[src/sv/pre_pkg.sv]
package pre_pkg;

    localparam int PreMaxLen     = 64;
    localparam int PreOffsetBits = 32;

    localparam int CfgIdxW  = 1;
    localparam int CfgDataW = 7;

    localparam logic [CfgIdxW-1:0] CfgMinLength  = 1'b0;
    localparam logic [CfgIdxW-1:0] CfgWithOffset = 1'b1;

    localparam int InDataW  = 8;
    localparam int OutDataW = 40;
    localparam int OutUserW = 2;

    typedef struct packed {
        logic take_input;
        logic issue_read;
        logic emit_burst;
    } t_ctrl_cmd;

    typedef struct packed {
        logic out_free;
        logic burst_start;
        logic burst_last;
    } t_dp_status;

endpackage

[src/sv/printable_run_extractor.sv]
// Scans a byte stream for runs of printable characters and reports every run of at least
// min_length bytes as a string, closed by a newline beat. A byte that yields no result or
// exactly one result (a pass-through byte or a terminator) needs no replay, so the input runs
// at one byte per cycle while the output side keeps up and no burst is replayed. When a run
// reaches the threshold, its N buffered bytes are replayed from the run store; each replayed
// beat needs a registered read of that memory and then a load of the output register, so the
// burst holds the input until it ends. The run store needs no initialization after reset.
module printable_run_extractor #(
    parameter int MAX_LEN     = pre_pkg::PreMaxLen,
    parameter int OFFSET_BITS = pre_pkg::PreOffsetBits
) (
    input  logic                          i_clk,
    input  logic                          i_rst_n,
    input  logic                          i_cfg_we,
    input  logic [pre_pkg::CfgIdxW-1:0]   i_cfg_idx,
    input  logic [pre_pkg::CfgDataW-1:0]  i_cfg_data,
    input  logic                          s_axis_tvalid,
    output logic                          s_axis_tready,
    // data_byte
    input  logic [pre_pkg::InDataW-1:0]   s_axis_tdata,
    input  logic                          s_axis_tlast,
    output logic                          m_axis_tvalid,
    input  logic                          m_axis_tready,
    // out_byte, string_offset
    output logic [pre_pkg::OutDataW-1:0]  m_axis_tdata,
    // first_of_string, terminator
    output logic [pre_pkg::OutUserW-1:0]  m_axis_tuser,
    output logic                          m_axis_tlast
);
    import pre_pkg::*;

    t_ctrl_cmd  w_cmd;
    t_dp_status w_status;

    pre_ctrl u_ctrl (
        .i_clk    (i_clk),
        .i_rst_n  (i_rst_n),
        .i_status (w_status),
        .o_cmd    (w_cmd)
    );

    pre_datapath #(
        .MAX_LEN     (MAX_LEN),
        .OFFSET_BITS (OFFSET_BITS)
    ) u_datapath (
        .i_clk         (i_clk),
        .i_rst_n       (i_rst_n),
        .i_cmd         (w_cmd),
        .o_status      (w_status),
        .i_cfg_we      (i_cfg_we),
        .i_cfg_idx     (i_cfg_idx),
        .i_cfg_data    (i_cfg_data),
        .s_axis_tvalid (s_axis_tvalid),
        .s_axis_tready (s_axis_tready),
        .s_axis_tdata  (s_axis_tdata),
        .s_axis_tlast  (s_axis_tlast),
        .m_axis_tvalid (m_axis_tvalid),
        .m_axis_tready (m_axis_tready),
        .m_axis_tdata  (m_axis_tdata),
        .m_axis_tuser  (m_axis_tuser),
        .m_axis_tlast  (m_axis_tlast)
    );

endmodule

[src/sv/pre_ctrl.sv]
module pre_ctrl (
    input  logic               i_clk,
    input  logic               i_rst_n,
    input  pre_pkg::t_dp_status i_status,
    output pre_pkg::t_ctrl_cmd  o_cmd
);
    import pre_pkg::*;

    localparam logic [1:0] StAccept = 2'd0;
    localparam logic [1:0] StRead   = 2'd1;
    localparam logic [1:0] StEmit   = 2'd2;

    logic [1:0] r_state;
    logic [1:0] n_state;

    always_comb begin
        n_state          = r_state;
        o_cmd.take_input = 1'b0;
        o_cmd.issue_read = 1'b0;
        o_cmd.emit_burst = 1'b0;
        case (r_state)
            StAccept: begin
                o_cmd.take_input = 1'b1;
                if (i_status.burst_start) begin
                    n_state = StRead;
                end
            end
            StRead: begin
                o_cmd.issue_read = 1'b1;
                n_state          = StEmit;
            end
            StEmit: begin
                if (i_status.out_free) begin
                    o_cmd.emit_burst = 1'b1;
                    n_state          = i_status.burst_last ? StAccept : StRead;
                end
            end
            default: begin
                n_state = StAccept;
            end
        endcase
    end

    always_ff @(posedge i_clk) begin
        if (!i_rst_n) begin
            r_state <= StAccept;
        end else begin
            r_state <= n_state;
        end
    end

endmodule

[src/sv/pre_datapath.sv]
module pre_datapath #(
    parameter int MAX_LEN     = pre_pkg::PreMaxLen,
    parameter int OFFSET_BITS = pre_pkg::PreOffsetBits
) (
    input  logic                          i_clk,
    input  logic                          i_rst_n,
    input  pre_pkg::t_ctrl_cmd            i_cmd,
    output pre_pkg::t_dp_status           o_status,
    input  logic                          i_cfg_we,
    input  logic [pre_pkg::CfgIdxW-1:0]   i_cfg_idx,
    input  logic [pre_pkg::CfgDataW-1:0]  i_cfg_data,
    input  logic                          s_axis_tvalid,
    output logic                          s_axis_tready,
    input  logic [pre_pkg::InDataW-1:0]   s_axis_tdata,
    input  logic                          s_axis_tlast,
    output logic                          m_axis_tvalid,
    input  logic                          m_axis_tready,
    output logic [pre_pkg::OutDataW-1:0]  m_axis_tdata,
    output logic [pre_pkg::OutUserW-1:0]  m_axis_tuser,
    output logic                          m_axis_tlast
);
    import pre_pkg::*;

    localparam int CntW = $clog2(MAX_LEN + 1);
    localparam int AdrW = (MAX_LEN > 1) ? $clog2(MAX_LEN) : 1;
    localparam logic [CfgDataW-1:0] MaxLenC = CfgDataW'(MAX_LEN);
    localparam logic [CntW-1:0]     MaxCnt  = CntW'(MAX_LEN);
    localparam logic [7:0]          NlCode  = 8'h0A;

    function automatic logic is_printable(input logic [7:0] b);
        is_printable = b inside {[8'h21 : 8'h7E], 8'h20, 8'h09, 8'h0B, 8'h0C, 8'h0D};
    endfunction

    logic [7:0] r_run_store [MAX_LEN];
    logic [7:0] r_rd_data;

    logic [CfgDataW-1:0]    r_min_length;
    logic                   r_with_offset;
    logic [CntW-1:0]        r_count, n_count;
    logic                   r_reporting, n_reporting;
    logic [OFFSET_BITS-1:0] r_byte_pos, n_byte_pos;
    logic [OFFSET_BITS-1:0] r_run_start, n_run_start;
    logic [CntW-1:0]        r_burst_len, n_burst_len;
    logic [CntW-1:0]        r_idx, n_idx;

    logic        r_out_valid, n_out_valid;
    logic [7:0]  r_out_byte, n_out_byte;
    logic [31:0] r_out_off, n_out_off;
    logic        r_out_first, n_out_first;
    logic        r_out_term, n_out_term;
    logic        r_out_last, n_out_last;

    logic                w_out_free;
    logic                w_accept;
    logic                w_print;
    logic                w_store_we;
    logic                w_qualify;
    logic                w_burst_last;
    logic [CntW-1:0]     w_count_inc;
    logic [CfgDataW-1:0] w_thr;
    logic [63:0]         w_start_wide;

    assign w_out_free    = !r_out_valid || m_axis_tready;
    assign s_axis_tready = i_cmd.take_input && w_out_free;
    assign w_accept      = s_axis_tvalid && s_axis_tready;
    assign w_print       = is_printable(s_axis_tdata);

    assign w_thr = (r_min_length == '0) ? CfgDataW'(1) :
                   ((r_min_length > MaxLenC) ? MaxLenC : r_min_length);
    assign w_count_inc  = (r_count < MaxCnt) ? (r_count + CntW'(1)) : r_count;
    assign w_qualify    = CfgDataW'(w_count_inc) >= w_thr;
    assign w_store_we   = w_accept && !s_axis_tlast && !r_reporting && w_print
                          && (r_count < MaxCnt);
    assign w_burst_last = (r_idx + CntW'(1)) == r_burst_len;
    assign w_start_wide = 64'(r_run_start);

    assign o_status.out_free    = w_out_free;
    assign o_status.burst_start = w_accept && !s_axis_tlast && !r_reporting && w_print
                                  && w_qualify;
    assign o_status.burst_last  = w_burst_last;

    always_comb begin
        n_count     = r_count;
        n_reporting = r_reporting;
        n_byte_pos  = r_byte_pos;
        n_run_start = r_run_start;
        n_burst_len = r_burst_len;
        n_idx       = r_idx;
        n_out_valid = r_out_valid && !m_axis_tready;
        n_out_byte  = r_out_byte;
        n_out_off   = r_out_off;
        n_out_first = r_out_first;
        n_out_term  = r_out_term;
        n_out_last  = r_out_last;
        if (w_accept) begin
            if (s_axis_tlast) begin
                if (r_reporting) begin
                    n_out_valid = 1'b1;
                    n_out_byte  = NlCode;
                    n_out_off   = '0;
                    n_out_first = 1'b0;
                    n_out_term  = 1'b1;
                    n_out_last  = 1'b1;
                end
                n_count     = '0;
                n_reporting = 1'b0;
                n_byte_pos  = '0;
                n_run_start = '0;
            end else begin
                n_byte_pos = r_byte_pos + OFFSET_BITS'(1);
                if (r_reporting) begin
                    n_out_valid = 1'b1;
                    n_out_off   = '0;
                    n_out_first = 1'b0;
                    n_out_last  = 1'b1;
                    if (w_print) begin
                        n_out_byte = s_axis_tdata;
                        n_out_term = 1'b0;
                    end else begin
                        n_out_byte  = NlCode;
                        n_out_term  = 1'b1;
                        n_reporting = 1'b0;
                        n_count     = '0;
                    end
                end else if (w_print) begin
                    if (r_count == '0) begin
                        n_run_start = r_byte_pos;
                    end
                    if (w_qualify) begin
                        n_burst_len = w_count_inc;
                        n_idx       = '0;
                        n_reporting = 1'b1;
                        n_count     = '0;
                    end else begin
                        n_count = w_count_inc;
                    end
                end else begin
                    n_count = '0;
                end
            end
        end
        if (i_cmd.emit_burst) begin
            n_out_valid = 1'b1;
            n_out_byte  = r_rd_data;
            n_out_off   = (r_idx == '0 && r_with_offset) ? w_start_wide[31:0] : 32'd0;
            n_out_first = (r_idx == '0);
            n_out_term  = 1'b0;
            n_out_last  = w_burst_last;
            n_idx       = r_idx + CntW'(1);
        end
    end

    always_ff @(posedge i_clk) begin
        if (w_store_we) begin
            r_run_store[r_count[AdrW-1:0]] <= s_axis_tdata;
        end
        if (i_cmd.issue_read) begin
            r_rd_data <= r_run_store[r_idx[AdrW-1:0]];
        end
    end

    always_ff @(posedge i_clk) begin
        if (!i_rst_n) begin
            r_min_length  <= CfgDataW'(4);
            r_with_offset <= 1'b0;
        end else if (i_cfg_we) begin
            case (i_cfg_idx)
                CfgMinLength:  r_min_length  <= i_cfg_data;
                CfgWithOffset: r_with_offset <= i_cfg_data[0];
                default: begin
                end
            endcase
        end
    end

    always_ff @(posedge i_clk) begin
        if (!i_rst_n) begin
            r_count     <= '0;
            r_reporting <= 1'b0;
            r_byte_pos  <= '0;
            r_run_start <= '0;
            r_out_valid <= 1'b0;
        end else begin
            r_count     <= n_count;
            r_reporting <= n_reporting;
            r_byte_pos  <= n_byte_pos;
            r_run_start <= n_run_start;
            r_out_valid <= n_out_valid;
        end
    end

    always_ff @(posedge i_clk) begin
        r_burst_len <= n_burst_len;
        r_idx       <= n_idx;
        r_out_byte  <= n_out_byte;
        r_out_off   <= n_out_off;
        r_out_first <= n_out_first;
        r_out_term  <= n_out_term;
        r_out_last  <= n_out_last;
    end

    assign m_axis_tvalid = r_out_valid;
    assign m_axis_tdata  = {r_out_off, r_out_byte};
    assign m_axis_tuser  = {r_out_term, r_out_first};
    assign m_axis_tlast  = r_out_last;

endmodule
[config.mk]
export PLATFORM = sky130hd
export DESIGN_NAME = printable_run_extractor
export DESIGN_NICKNAME = d
export VERILOG_FILES = /design/src/sv/pre_pkg.sv /design/src/sv/printable_run_extractor.sv /design/src/sv/pre_ctrl.sv /design/src/sv/pre_datapath.sv
export SDC_FILE = /design/constraint.sdc
export NUM_CORES = 1
export LEC_CHECK = 0
export BUFFER_PORTS_ARGS = -buffer_cell sky130_fd_sc_hd__buf_2
export CAP_MARGIN = 5
export CORE_MARGIN = 1
export CORE_UTILIZATION = 60
export DETAILED_ROUTE_END_ITERATION = 6
export PLACE_DENSITY_LB_ADDON = 0.08
export SETUP_SLACK_MARGIN = 0.5
export SYNTH_ARGS = -nofsm -noshare
export SYNTH_HDL_FRONTEND = slang
export SYNTH_SLANG_ARGS = --single-unit
[constraint.sdc]
create_clock -name i_clk -period 5.28 [get_ports i_clk]
set_clock_uncertainty 0.2 [all_clocks]
set_input_delay 0.264 -clock i_clk [delete_from_list [all_inputs] [get_ports i_clk]]
set_output_delay 0.264 -clock i_clk [all_outputs]
set_load 0.01 [all_outputs]
### Word-level counts from Yosys, hierarchy flattened

Memory sizes are Yosys's and may differ from the RTL's. A register that Yosys moved wholly into a read port is not among the register bits.
Index checks and enable logic that the tools add are counted.

* add/sub/neg operators: 3
* order comparisons: 5
* eq/ne operators: 14
* mux-type cells: 56
* bitwise gates (word level): 3
* reductions and logical operators: 35

Operators by type and width (count)
* $mux W32: 9
* $mux W7: 14
* $mux W8: 6
* $add A32 B1 Y32 const B: 1
* $eq A8 B4 Y1 const B: 4
* $mux W1: 24
* $logic_not A7 Y1: 3
* $add A7 B1 Y7 const B: 2
* $reduce_and A2 Y1: 6
* $reduce_bool A2 Y1: 6
* $logic_and A1 B1 Y1: 10
* $reduce_and A5 Y1: 2
* $eq A8 B6 Y1 const B: 1
* $ge A8 B6 Y1 const B: 1
* $le A8 B7 Y1 const B: 1
* $eq A7 B7 Y1: 1
* $ge A7 B7 Y1: 1
* $gt A7 B7 Y1 const B: 1
* $lt A7 B7 Y1 const B: 1
* $ne A2 B1 Y1 const B: 3
* $pmux W2 S3: 1
* $reduce_bool A6 Y1: 1
* $logic_not A1 Y1: 4
* $mux W2: 2
* other kinds (8): 11

* flip-flop bits (word level): 140
* RAM bits: 512
* input bits: 22
* output and inout bits: 45
* logic and storage cells: 132
* memories kept: 1

Memories
* u_datapath.r_run_store: depth 64, width 8, rd ports 1, clocked after memory_dff 1, write ports 1, line pre_datapath.sv:34 `logic [7:0] r_run_store [MAX_LEN];`

### Logic depth before layout (Yosys ltp)

* depth after elaboration: 10
* mapped depth: 11
* depth with buffers taken out: 10

### Modules after synthesis

Synthesis repeated with hierarchy kept, for this count alone.

* cells, all modules: 1507
* area, all modules: 26066.2 um2

By module, submodules not included
* pre_datapath: times used 1, cells each 1495, area an instance 25952.4 um2, seq. area each 18938.2 um2
* pre_ctrl: times used 1, cells each 12, area an instance 113.9 um2, seq. area each 40.0 um2

### Worst setup path before layout

OpenSTA, ideal clock, no wires.

* path kind: register -> register
* start point: register u_datapath.r_out_valid (netlist: u_datapath.m_axis_tvalid)
* end point: register u_datapath.r_out_last (netlist: u_datapath.m_axis_tlast), enable pin
* data arrival time: 3.753 ns
* data required time: 4.578 ns
* slack: 0.824 ns
* cell stages (with the launch flop): 4
* buffers on the path: 0
* period minus slack after synthesis: 4.456 ns
* path through: dfxtp_1 -> nand2b_1 -> nand4_1 -> o21ai_0

* longest elaborated chain between the ends: 6
* elaborated cells on any way between the ends: 9

Ends and longest elaborated chain
* start: declaration: line pre_datapath.sv:46 `logic r_out_valid, n_out_valid;`
* start signal: assignment: line pre_datapath.sv:188 `r_out_valid <= n_out_valid;`
* $logic_not A1 Y1 *: line pre_datapath.sv:63 `assign w_out_free = !r_out_valid || m_axis_tready;`
* $logic_or A1 B1 Y1 *: line pre_datapath.sv:63
* $mux W1 / $logic_and A1 B1 Y1 (equally long branches): line pre_ctrl.sv:33, pre_datapath.sv:64
* $mux W1 / $logic_and A1 B1 Y1 (equally long branches): line pre_ctrl.sv:21, pre_datapath.sv:65
* $reduce_bool A2 Y1 (no source line)
* $reduce_and A2 Y1 (no source line) *
* end signal: assignment: line pre_datapath.sv:199 `r_out_last <= n_out_last;`
* end: declaration: line pre_datapath.sv:51 `logic r_out_last, n_out_last;`

Every way passes the cells marked *; elsewhere a longest branch is shown, timed or not.
A chain may end at the register's enable or synchronous reset.

### Worst setup path in the final report

* start point: input s_axis_tdata[2] (netlist name)
* end point: memory u_datapath.r_run_store[11][1], enable pin

* longest elaborated chain between the ends: 7
* elaborated cells on any way between the ends: 13

Ends and longest elaborated chain
* start: declaration: line printable_run_extractor.sv:20 `input logic [pre_pkg::InDataW-1:0] s_axis_tdata,`
* $ge A8 B6 Y1 / $le A8 B7 Y1 (equally long branches): line pre_datapath.sv:31 `is_printable = b inside {[8'h21 : 8'h7E], 8'h20, 8'h09, 8'h0B, 8'h0C, 8'h0D};`
* $logic_and A1 B1 Y1: line pre_datapath.sv:31
* $reduce_bool A6 Y1 *: line pre_datapath.sv:31
* $logic_and A1 B1 Y1 *: line pre_datapath.sv:72 `assign w_store_we = w_accept && !s_axis_tlast && !r_reporting && w_print`
* $logic_and A1 B1 Y1 *: line pre_datapath.sv:73 `&& (r_count < MaxCnt);`
* $mux W1 *: line pre_datapath.sv:154 `if (w_store_we) begin`
* $mux W1 (not written as such) *: line pre_datapath.sv:155 `r_run_store[r_count[AdrW-1:0]] <= s_axis_tdata;`
* end: declaration: line pre_datapath.sv:34

Marks and branches as above.

==> key figures <==
Run status
  • Outcome: complete, no violations

Pwr
  • P_leak: about 9.9 nW
  • Power Density: around 350 nW/um^2
  • VDD IR max: between 200 and 300 uV

Cells and area
  • Fillcell total: about 3,000
  • Final core utilization: 0.683
  • Post-route cell area: between 20,000 and 30,000 um^2
  • Final Net Count: roughly 1,700
  • Diodes inserted: 0
  • Area grow syn2layout: 12.3%
  • Fraction of layout cells with a size suffix above 1: 0.183

Drt
  • Via count: 14,300
  • Antenna-violating nets left: 0
  • Drt wl/cell: around 26 um
  • Drt drc: 0
  • Post-DR vias/cell: around 6.3
  • DRT iter0 DRCs: between 1,500 and 2,000
  • Drt pass-1 iters: 6
  • Routed wire length: 58.1 mm

Placed design
  • IO buf count: between 60 and 70
  • Placed cell area: between 20,000 and 30,000 um^2
  • Dpl ws: approximately 1.5 ns
  • Final GP Congestion: approximately 0.89
  • DP HPWL: 36.3 mm

Clock tree
  • CTS Root Cell: clkbuf_16
  • Clock sinks: between 600 and 700
  • CTS tree: yes
  • H-tree depth: 3
  • Clk Latency, worst-skew pair: around 0.59 ns
  • Worst-case clock buffer depth: 3
  • Setup bufs post-CTS: 0
  • Post-CTS Resized: 0
  • Cts bufs inserted: 67
  • Clock transition at path regs: around 0.06 ns

STA
  • Tcrit/Tclk final: 0.713
  • Fmax: roughly 270 MHz
  • Slew @ Worst Pin: roughly 1.3 ns
  • Fin worst setup slack: 1.52 ns
  • RSZ-0062 raised after global routing: no
  • Final setup viols: 0
  • WHS: between 0.1 and 0.15 ns
  • Pins Over Slew Limit: 0
  • Max_slew headroom: 0.164
  • Setup TNS: 0 ns
  • Number of failing hold endpoints at the final stage: 0
  • Final min period: 3.76 ns

Synthesis
  • YS warnings: 0
  • Sequential fraction of the synthesis area: 0.722
  • Async S/R FF share, synth: 0
  • Post-synth top area cell: edfxtp_1
  • Yosys cell types: roughly 70
  • Synth area leaders: edfxtp_1, mux4_2, dfxtp_1
  • #FFs+latches synth: 660
  • Syn Std Cell Area: 26,300 um^2
  • Top_reg_cell synth: edfxtp_1
  • Syn Nets: between 1,500 and 2,000
  • Avg Inst Size Synth: 17.2 um^2
  • Post-synth EDFFs: approximately 580
  • Top-area cell type share of the netlist area: 0.658
  • Post-synthesis cell count: 1,527

Floorplanning
  • Core box area: roughly 43,000 um^2
  • Initial Util: 0.608
  • # rows: 76
  • Die Y: 211 um
  • Num ports: between 60 and 70
  • Die Span X: 211 um
  • Die area: approximately 45,000 um^2

Hold path
  • Hold Crit Class: in -> reg

Flow run
  • Max_cap viols: 0

GRT
  • Vias in the first global route: between 10,000 and 15,000
  • GRT Resource Usage Total: 0.272
  • Initial antenna violation count: 0
  • Pin count of the biggest net entering global routing: 68
  • First-pass GRT wire length: around 90 mm
  • Grt ovf: 0

Critical path
  • Crit. End Element: flip-flop
  • Crit path max fanout: 29
  • CP required: approximately 5.3 ns
  • WS Path Type: in -> reg
  • WP data arrival: 3.77 ns
  • Setup crit start kind: input pin
## flip-flops by register name, indices dropped and copies added, names as in the netlist
register	cells
u_datapath.r_out_term	1
u_datapath.r_out_first	1
u_datapath.r_count	7
u_datapath.m_axis_tvalid	1
u_datapath.r_out_off	32
u_datapath.r_idx	7
u_datapath.r_out_byte	8
u_datapath.r_byte_pos	32
u_datapath.r_with_offset	1
u_datapath.m_axis_tlast	1
u_datapath.r_reporting	1
u_datapath.r_burst_len	7
u_datapath.r_rd_data	8
u_datapath.r_run_start	32
u_datapath.r_run_store	512
u_datapath.r_min_length	7
u_ctrl.r_state	2
## cell type report
cell class,instances,area [um^2],area share
clock buffer,90,1870,0.0633
clock inverter,25,198,0.00670
inverter,19,71.3,0.00242
multi-input combinational,758,6760,0.229
sequential,660,19000,0.643
tap,585,732,0.0248
timing repair buffer,126,888,0.0301
## worst paths after layout
kind / end / cells past startpoint / slack [ns] / startpoint
worst min register to register: u_datapath.r_run_start[9] / 1 / 0.27 / u_datapath.r_run_start[9]
worst max-delay path: u_datapath.r_run_store[11][1] / 8 / 1.52 / s_axis_tdata[2]
worst min-delay path: u_datapath.r_byte_pos[20] / 5 / 0.14 / s_axis_tlast
worst max register to register: u_datapath.r_idx[1] / 8 / 1.57 / u_datapath.r_count[3]
## metal layers
| metal | GRT usage | wire length [um] |
|---|---|---|
| met1 | 0.399 | 24900 |
| met2 | 0.416 | 27000 |
| met3 | 0.0507 | 4560 |
| met4 | 0.0897 | 1640 |
| met5 | 0 | 0 |
## report_power, final
group	switching [mW]	leakage (nW)	internal, mW	total [mW]
Sequential	0.0126	5.93	5.67	5.68
Clock	1.87	1.00	2.62	4.49
Combinational	0.159	2.93	0.0667	0.226
## cell usage after synthesis (7+ instances only)
| cell | n |
|---|---|
| a21oi_1 | 31 |
| a22o_1 | 36 |
| and2_1 | 14 |
| and3_1 | 41 |
| and4_1 | 7 |
| buf_2 | 25 |
| buf_6 | 11 |
| clkbuf_1 | 42 |
| dfxtp_1 | 84 |
| edfxtp_1 | 576 |
| ha_1 | 12 |
| inv_1 | 18 |
| mux2_2 | 9 |
| mux2i_1 | 54 |
| mux4_1 | 10 |
| mux4_2 | 98 |
| nand2_1 | 64 |
| nand3_1 | 30 |
| nand4_1 | 22 |
| nor2_1 | 120 |
| nor2b_1 | 18 |
| nor3_1 | 13 |
| o21ai_0 | 17 |
| o221ai_1 | 14 |
| o22ai_1 | 11 |
| or3_1 | 11 |
| xnor2_1 | 10 |
| xor2_1 | 24 |
## placed cells by master, fill, tap and decap left out, types with 16 or more instances in the layout
cell type      instances
a21oi_1               30
a22o_1                36
and3_1                41
buf_2                 66
buf_4                 29
clkbuf_1              16
clkbuf_16             71
dfxtp_1               84
dlygate4sd3_1         28
edfxtp_1             576
inv_1                 18
mux2i_1               54
mux4_2                98
nand2_1               64
nand3_1               30
nand4_1               22
nor2_1               120
nor2b_1               18
o21ai_0               16
xor2_1                24
## logic make-up after synthesis
| logic type | synth area share |
|---|---|
| and+or+nand+nor | 0.0703 |
| DFF | 0.722 |
| muxes | 0.118 |
| adders and majority gates | 0.00572 |
| AOI/OAI and AO/OA | 0.0479 |
| xor gates and xnor gates | 0.0140 |
| buffers and inverters | 0.0212 |
## per-stage QoR
stage	total power, mW	std cells
6_report	10.4	2263
5_1_grt	10.7	2263
4_1_cts	10.5	2263
3_5_place_dp	6.01	2120
3_3_place_gp	6.00	2120
2_1_floorplan	5.88	1527
## critical path: stages
cell and delay (ns):
dlygate4sd3_1 0.52, buf_2 0.50, or2_2 0.23, a311oi_2 0.13, nor3b_1 0.23, buf_4 0.20, nand4_1 0.75, nor2_1 0.93
## what timing repair did
action                                  CTS  global route
endpoints found under the setup margin    0             0
hold buffers                             28             0
endpoints found under the hold margin    69             0
(Power assumes the default switching activity.)
